<file path="src/design/vfla_pkg.sv">
// Shared types, codes and default constants of the connection identifier allocator.
// Depends on nothing; every other file of the allocator imports it.
package vfla_pkg;

    localparam int VCI_W        = 12;
    localparam int FUNC_W       = 2;
    localparam int STAT_W       = 2;
    localparam int THR_W        = 13;
    localparam int CFG_DATA_W   = 13;
    localparam int CFG_IDX_W    = 1;

    localparam int VCI_SPACE_DEF    = 4096;
    localparam int REFILL_BATCH_DEF = 64;

    localparam logic [VCI_W-1:0] VCI_BASE_RST   = 12'd31;
    localparam logic [THR_W-1:0] REFILL_THR_RST = 13'd16;

    localparam logic [CFG_IDX_W-1:0] CFG_VCI_BASE   = 1'd0;
    localparam logic [CFG_IDX_W-1:0] CFG_REFILL_THR = 1'd1;

    localparam logic [FUNC_W-1:0] FUNC_ALLOC    = 2'd0;
    localparam logic [FUNC_W-1:0] FUNC_SPECIFIC = 2'd1;
    localparam logic [FUNC_W-1:0] FUNC_RETURN   = 2'd2;

    typedef enum logic [STAT_W-1:0] {
        RSP_GRANTED  = 2'd0,
        RSP_REFUSED  = 2'd1,
        RSP_RETURNED = 2'd2,
        RSP_IGNORED  = 2'd3
    } rsp_status_t;

    typedef enum logic [1:0] {
        VS_NEVER = 2'd0,
        VS_FREE  = 2'd1,
        VS_USED  = 2'd2
    } vci_state_t;

    typedef enum logic [1:0] {
        RD_CURSOR = 2'd0,
        RD_HEAD   = 2'd1,
        RD_VCI    = 2'd2
    } rd_sel_t;

    typedef enum logic [1:0] {
        ACT_APPEND_NEVER = 2'd0,
        ACT_APPEND_USED  = 2'd1,
        ACT_UNLINK_ANY   = 2'd2,
        ACT_UNLINK_FREE  = 2'd3
    } act_kind_t;

    typedef struct packed {
        logic      load;
        logic      rd;
        rd_sel_t   rd_sel;
        logic      act;
        act_kind_t act_kind;
        logic      ref_start;
        logic      cur_inc;
        logic      clr;
        logic      res_refuse;
        logic      out_load;
    } dp_cmd_t;

    typedef struct packed {
        logic [FUNC_W-1:0] func;
        logic              need_refill;
        logic              cursor_lt_stop;
        logic              list_nonempty;
        logic              clr_last;
    } dp_sts_t;

endpackage

</file>
<file path="src/design/vfla_ctrl.sv">
// Controller of the allocator: sequences status clearing, refill, list updates and
// the response handshake. Depends on vfla_pkg for the command and status structs.
module vfla_ctrl import vfla_pkg::*;
(
    input  logic    clk,
    input  logic    rst_n,
    input  logic    in_valid,
    output logic    in_ready,
    output logic    out_valid,
    input  logic    out_ready,
    input  dp_sts_t sts,
    output dp_cmd_t cmd
);

    typedef enum logic [3:0] {
        S_CLEAR,
        S_IDLE,
        S_DECODE,
        S_REF_CHK,
        S_REF_LOOP,
        S_REF_ACT,
        S_GRANT,
        S_ALLOC_ACT,
        S_SPEC_RD,
        S_SPEC_ACT,
        S_RET_RD,
        S_RET_ACT,
        S_DONE
    } state_t;

    state_t state_reg, state_next;
    logic   out_valid_reg;

    assign in_ready  = (state_reg == S_IDLE);
    assign out_valid = out_valid_reg;

    always_comb
    begin
        state_next = state_reg;
        cmd = '0;
        cmd.rd_sel = RD_HEAD;
        cmd.act_kind = ACT_UNLINK_ANY;
        case (state_reg)
            S_CLEAR:
            begin
                cmd.clr = 1'b1;
                if (sts.clr_last)
                begin
                    state_next = S_IDLE;
                end
            end
            S_IDLE:
            begin
                if (in_valid)
                begin
                    cmd.load = 1'b1;
                    state_next = S_DECODE;
                end
            end
            S_DECODE:
            begin
                case (sts.func)
                    FUNC_ALLOC:    state_next = S_REF_CHK;
                    FUNC_SPECIFIC: state_next = S_SPEC_RD;
                    FUNC_RETURN:   state_next = S_RET_RD;
                    default:
                    begin
                        cmd.res_refuse = 1'b1;
                        state_next = S_DONE;
                    end
                endcase
            end
            S_REF_CHK:
            begin
                if (sts.need_refill)
                begin
                    cmd.ref_start = 1'b1;
                    state_next = S_REF_LOOP;
                end
                else
                begin
                    state_next = S_GRANT;
                end
            end
            S_REF_LOOP:
            begin
                if (sts.cursor_lt_stop)
                begin
                    cmd.rd = 1'b1;
                    cmd.rd_sel = RD_CURSOR;
                    state_next = S_REF_ACT;
                end
                else
                begin
                    state_next = S_GRANT;
                end
            end
            S_REF_ACT:
            begin
                cmd.act = 1'b1;
                cmd.act_kind = ACT_APPEND_NEVER;
                cmd.cur_inc = 1'b1;
                state_next = S_REF_LOOP;
            end
            S_GRANT:
            begin
                if (sts.list_nonempty)
                begin
                    cmd.rd = 1'b1;
                    cmd.rd_sel = RD_HEAD;
                    state_next = S_ALLOC_ACT;
                end
                else
                begin
                    cmd.res_refuse = 1'b1;
                    state_next = S_DONE;
                end
            end
            S_ALLOC_ACT:
            begin
                cmd.act = 1'b1;
                cmd.act_kind = ACT_UNLINK_ANY;
                state_next = S_DONE;
            end
            S_SPEC_RD:
            begin
                cmd.rd = 1'b1;
                cmd.rd_sel = RD_VCI;
                state_next = S_SPEC_ACT;
            end
            S_SPEC_ACT:
            begin
                cmd.act = 1'b1;
                cmd.act_kind = ACT_UNLINK_FREE;
                state_next = S_DONE;
            end
            S_RET_RD:
            begin
                cmd.rd = 1'b1;
                cmd.rd_sel = RD_VCI;
                state_next = S_RET_ACT;
            end
            S_RET_ACT:
            begin
                cmd.act = 1'b1;
                cmd.act_kind = ACT_APPEND_USED;
                state_next = S_DONE;
            end
            S_DONE:
            begin
                if (!out_valid_reg || out_ready)
                begin
                    cmd.out_load = 1'b1;
                    state_next = S_IDLE;
                end
            end
            default:
            begin
                state_next = S_IDLE;
            end
        endcase
    end

    always_ff @(posedge clk or negedge rst_n)
    begin
        if (!rst_n)
        begin
            state_reg     <= S_CLEAR;
            out_valid_reg <= 1'b0;
        end
        else
        begin
            state_reg <= state_next;
            if (cmd.out_load)
            begin
                out_valid_reg <= 1'b1;
            end
            else if (out_ready)
            begin
                out_valid_reg <= 1'b0;
            end
        end
    end

endmodule

</file>
<file path="config.mk">
export PLATFORM = sky130hd
export DESIGN_NAME = vfla_ctrl
export DESIGN_NICKNAME = d
export VERILOG_FILES = /design/src/design/vfla_pkg.sv /design/src/design/vfla_ctrl.sv
export SDC_FILE = /design/constraint.sdc
export NUM_CORES = 1
export LEC_CHECK = 0
export ABC_AREA = 1
export BUFFER_PORTS_ARGS = -buffer_cell sky130_fd_sc_hd__buf_2
export CAP_MARGIN = 20
export CORE_AREA = 2 2 39 41
export DETAILED_ROUTE_END_ITERATION = 6
export DIE_AREA = 0 0 41 43
export PLACE_DENSITY_LB_ADDON = 0.15
export REMOVE_ABC_BUFFERS = 1
export SYNTH_ARGS = -nofsm -noshare
export SYNTH_HDL_FRONTEND = slang
export SYNTH_SLANG_ARGS = --single-unit
</file>
<file path="constraint.sdc">
create_clock -name clk -period 3.4 [get_ports clk]
set_clock_uncertainty 0.1 [all_clocks]
set_input_delay 0.85 -clock clk [delete_from_list [all_inputs] [get_ports clk]]
set_output_delay 0.85 -clock clk [all_outputs]
set_load 0.005 [all_outputs]
</file>
Yosys cells after proc, flatten, opt, wreduce, memory -nomap -nowiden
Index checks and enable logic that the tools add are counted.
W data, S select, Z words.
- eq/ne operators: 17
- mux-type cells: 25
- reduce and logical (&&, ||, !) cells: 9
- operators with widths (cell ; count):
    $pmux W4 S11 ; 1
    $eq A4 B4 Y1 const B ; 5
    $eq A4 B3 Y1 const B ; 4
    $mux W4 ; 4
    $mux W1 ; 12
    $pmux W3 S4 ; 1
    $pmux W4 S3 ; 1
    $pmux W3 S3 ; 1
    $eq A4 B2 Y1 const B ; 2
    $mux W3 ; 2
    $ne A2 B2 Y1 const B ; 3
    $reduce_or A3 Y1 ; 2
    $eq A4 B1 Y1 const B ; 1
    $logic_not A4 Y1 ; 1
    $mux W2 ; 2
    $reduce_and A3 Y1 ; 1
    $eq A2 B1 Y1 const B ; 1
    $eq A2 B2 Y1 const B ; 1
    $logic_not A2 Y1 ; 1
    $pmux W1 S2 ; 1
    $reduce_bool A2 Y1 ; 1
    $reduce_or A2 Y1 ; 1
    $logic_not A1 Y1 ; 1
    $logic_or A1 B1 Y1 ; 1
- register bits after elaboration: 5
- word-level logic and storage cells: 53

Depth between registers and ports, before layout
- depth after elaboration: 5
- depth in mapped cells: 9

Worst setup path after synthesis
OpenSTA, ideal clock, no wires.
- path type: input-to-output
- start point: in sts[3] (netlist name)
- end point: out cmd[4] (netlist name)
- data arrival time: 1.088 ns
- required time: 2.450 ns
- path slack: 1.362 ns
- stages on the path: 2
- cells stage by stage: inv_1 > nor3_1
- RTL lines (item ; RTL line ; text):
    from (decl) ; vfla_ctrl.sv:11 ; input dp_sts_t sts,
    to (decl) ; vfla_ctrl.sv:12 ; output dp_cmd_t cmd

==> impl_metrics.json <==
{
  "status": "finished, final reports clean",
  "synthXorXnorAreaFrac": 0,
  "cts_resized": 0,
  "period_minus_slack_ns": 2.38,
  "rsz0062_at_grt": "false",
  "avgViaCountPerCell": 4.55,
  "leakagePower_nw": 0.394,
  "synth.area.mux_share": 0,
  "powerDensity_nw_per_um2": 809,
  "diodes": 0,
  "endpoint_kind": "output port",
  "ant_nets": 0,
  "drc": 0,
  "die_area_sq_um": 1760,
  "grtUsageTotal": 0.169,
  "irDropWorstVdd_mv": 0.359,
  "synth_seq_cells": 5,
  "drt-initial-drc-count": 9,
  "syn_area_per_cell_sq_um": 6.20,
  "wl_met3_um": 58,
  "grt-ovfl-total": 0,
  "critical_path_class": "flip-flop to output port",
  "vias": 569,
  "worst_pin_slew_ns": 0.294,
  "cts-htree-levels": 1,
  "grt_max_degree": 9,
  "setup_tns_ns": 0,
  "port_buffers": 23,
  "fin_crit_sh": 0.700,
  "clkLatencyLatePin_ns": 0.24,
  "core_sq_um": 1380,
  "yosys.area_share.adder": 0,
  "multiInputGateArea_sq_um": 318,
  "total_power_mw": 0.538,
  "met1_length_um": 622,
  "start_util": 0.372,
  "postSynthCellCount": 83,
  "relSlewSlack": 0.804,
  "gp_congestion": 0.795,
  "final.fill_count": 160,
  "hold_path.class": "primary input to asynchronous set/reset pin",
  "finalSetupViolCount": 0,
  "synth_top_family_by_area": "simple AND/OR/NAND/NOR gates",
  "critPathRequiredTime_ns": 2.45,
  "yosysSeqAreaShare": 0.243,
  "final_core_util": 0.480,
  "tritoncts": "done",
  "ios": 24,
  "rows": 14,
  "yosys_warnings": 0,
  "grt_pass1_vias": 523,
  "maxSlewViolCount": 0,
  "final_nets": 120,
  "hold_viol": 0,
  "worstPathMaxFanout": 8,
  "drive_above_1_share": 0.440,
  "largest_reg_flops": 4,
  "cts_hold_buffers": 0,
  "root_buffer": "clkbuf_4",
  "wl_per_cell_um": 10.1,
  "timing.fmax_ghz": 0.420,
  "cts.clk_slew.worst_paths_ns": 0.04,
  "worstSetupStartpointType": "flip-flop",
  "synth-compound-area-share": 0.0706,
  "yosys.area_share.simple": 0.547,
  "seqCellArea_sq_um": 125,
  "antenna_found_initial": 0,
  "cts_inserted_buffers": 3,
  "post_cts_buffers": 0,
  "ys_types": 19,
  "die_w_um": 41,
  "holdWs_ns": 0.321,
  "cts_buffer_depth": 2,
  "drtPass1Iterations": 4,
  "met2_wirelength_um": 575,
  "place_hpwl_um": 1070,
  "grt_pass1_wl_um": 2140,
  "synth_area_sq_um": 514,
  "synthToLayoutAreaGrowth_pct": 29.2,
  "die_height_um": 43,
  "drv_cap": 0,
  "cts_sinks": 5,
  "routed_wl_um": 1260,
  "critical_path_arrival_ns": 1.43,
  "dr.max_layer_used": "met3"
}
[cells in the mapped netlist]
cell,instances,share of area
nand2_2,7,0.085
o21a_1,1,0.015
dfrtp_1,5,0.24
clkinv_1,1,0.0073
nand3_2,2,0.039
inv_1,10,0.073
inv_2,5,0.037
o21ai_0,2,0.019
nand2_1,13,0.095
nand3_1,7,0.068
buf_6,1,0.022
nand4_1,1,0.012
nor2_4,1,0.022
nor2_2,6,0.073
o21ai_2,1,0.017
a21oi_1,2,0.019
nor3_1,3,0.029
nand3b_1,2,0.029
nor2_1,13,0.095
[through the flow]
stage	area, sq um	setup WS, ns	cells
6_report	664	1.02	125
3_3_place_gp	638	1.14	121
3_5_place_dp	638	1.14	121
2_1_floorplan	503	1.36	82
4_1_cts	664	1.01	125
5_1_grt	664	0.901	125
[cells in the final DEF, fill, tap and decap left out, types with 2 or more instances in the layout]
cell type and count:
nor3_1 3, o21ai_0 2, a21oi_1 2, nand3b_1 2, dfrtp_1 5, nor2_1 13
nand3_1 7, nor2_2 6, nand2_2 7, nand2_1 13, buf_2 23, clkbuf_4 3
nand3_2 2, inv_1 10, inv_2 5
[layout make-up]
class / instances / share of cell area
clock buffer: 4 / 0.0395
inverter: 16 / 0.0904
sequential: 5 / 0.188
timing repair buffer: 23 / 0.173
tap: 16 / 0.0301
multi-input combinational: 61 / 0.478
[worst paths after layout]
check / from / endpoint / slack (ns) / cells after the start
worst min register to register: out_valid / out_valid / 0.47 / 2
worst max-delay path: state_reg[0] / cmd[1] / 1.02 / 6
worst max register to register: state_reg[3] / state_reg[0] / 2.06 / 6
worst min-delay path: rst_n / state_reg[1] / 0.32 / 1
max in group asynchronous: rst_n / state_reg[2] / 2.75 / 1
min in group clk: out_valid / out_valid / 0.47 / 2
[critical path, cell delays in order (launching register included)]
cell	delay, ns
dfrtp_1	0.47
inv_2	0.14
nand2_1	0.08
nor2_1	0.18
nand3_1	0.12
nand2_1	0.09
buf_2	0.11
[logic make-up after synthesis]
| family | after synthesis |
|---|---|
| flops | 5 |
| buf+inv | 17 |
| compound gates | 6 |
| simple gates | 55 |
[routing by layer]
layer	vias up	GRT usage
li1	309	-
met1	242	0.258
met2	18	0.247
met3	0	0
met4	0	0.0600
met5	-	0
[where the power goes]
| group | switching [mW] | total, mW | leakage, nW | internal, mW |
|---|---|---|---|---|
| clock network | 0.0218 | 0.0660 | 0.0150 | 0.0442 |
| registers | 0.0399 | 0.125 | 0.0643 | 0.0853 |
| logic | 0.209 | 0.346 | 0.315 | 0.138 |
(Power assumes the default switching activity.)
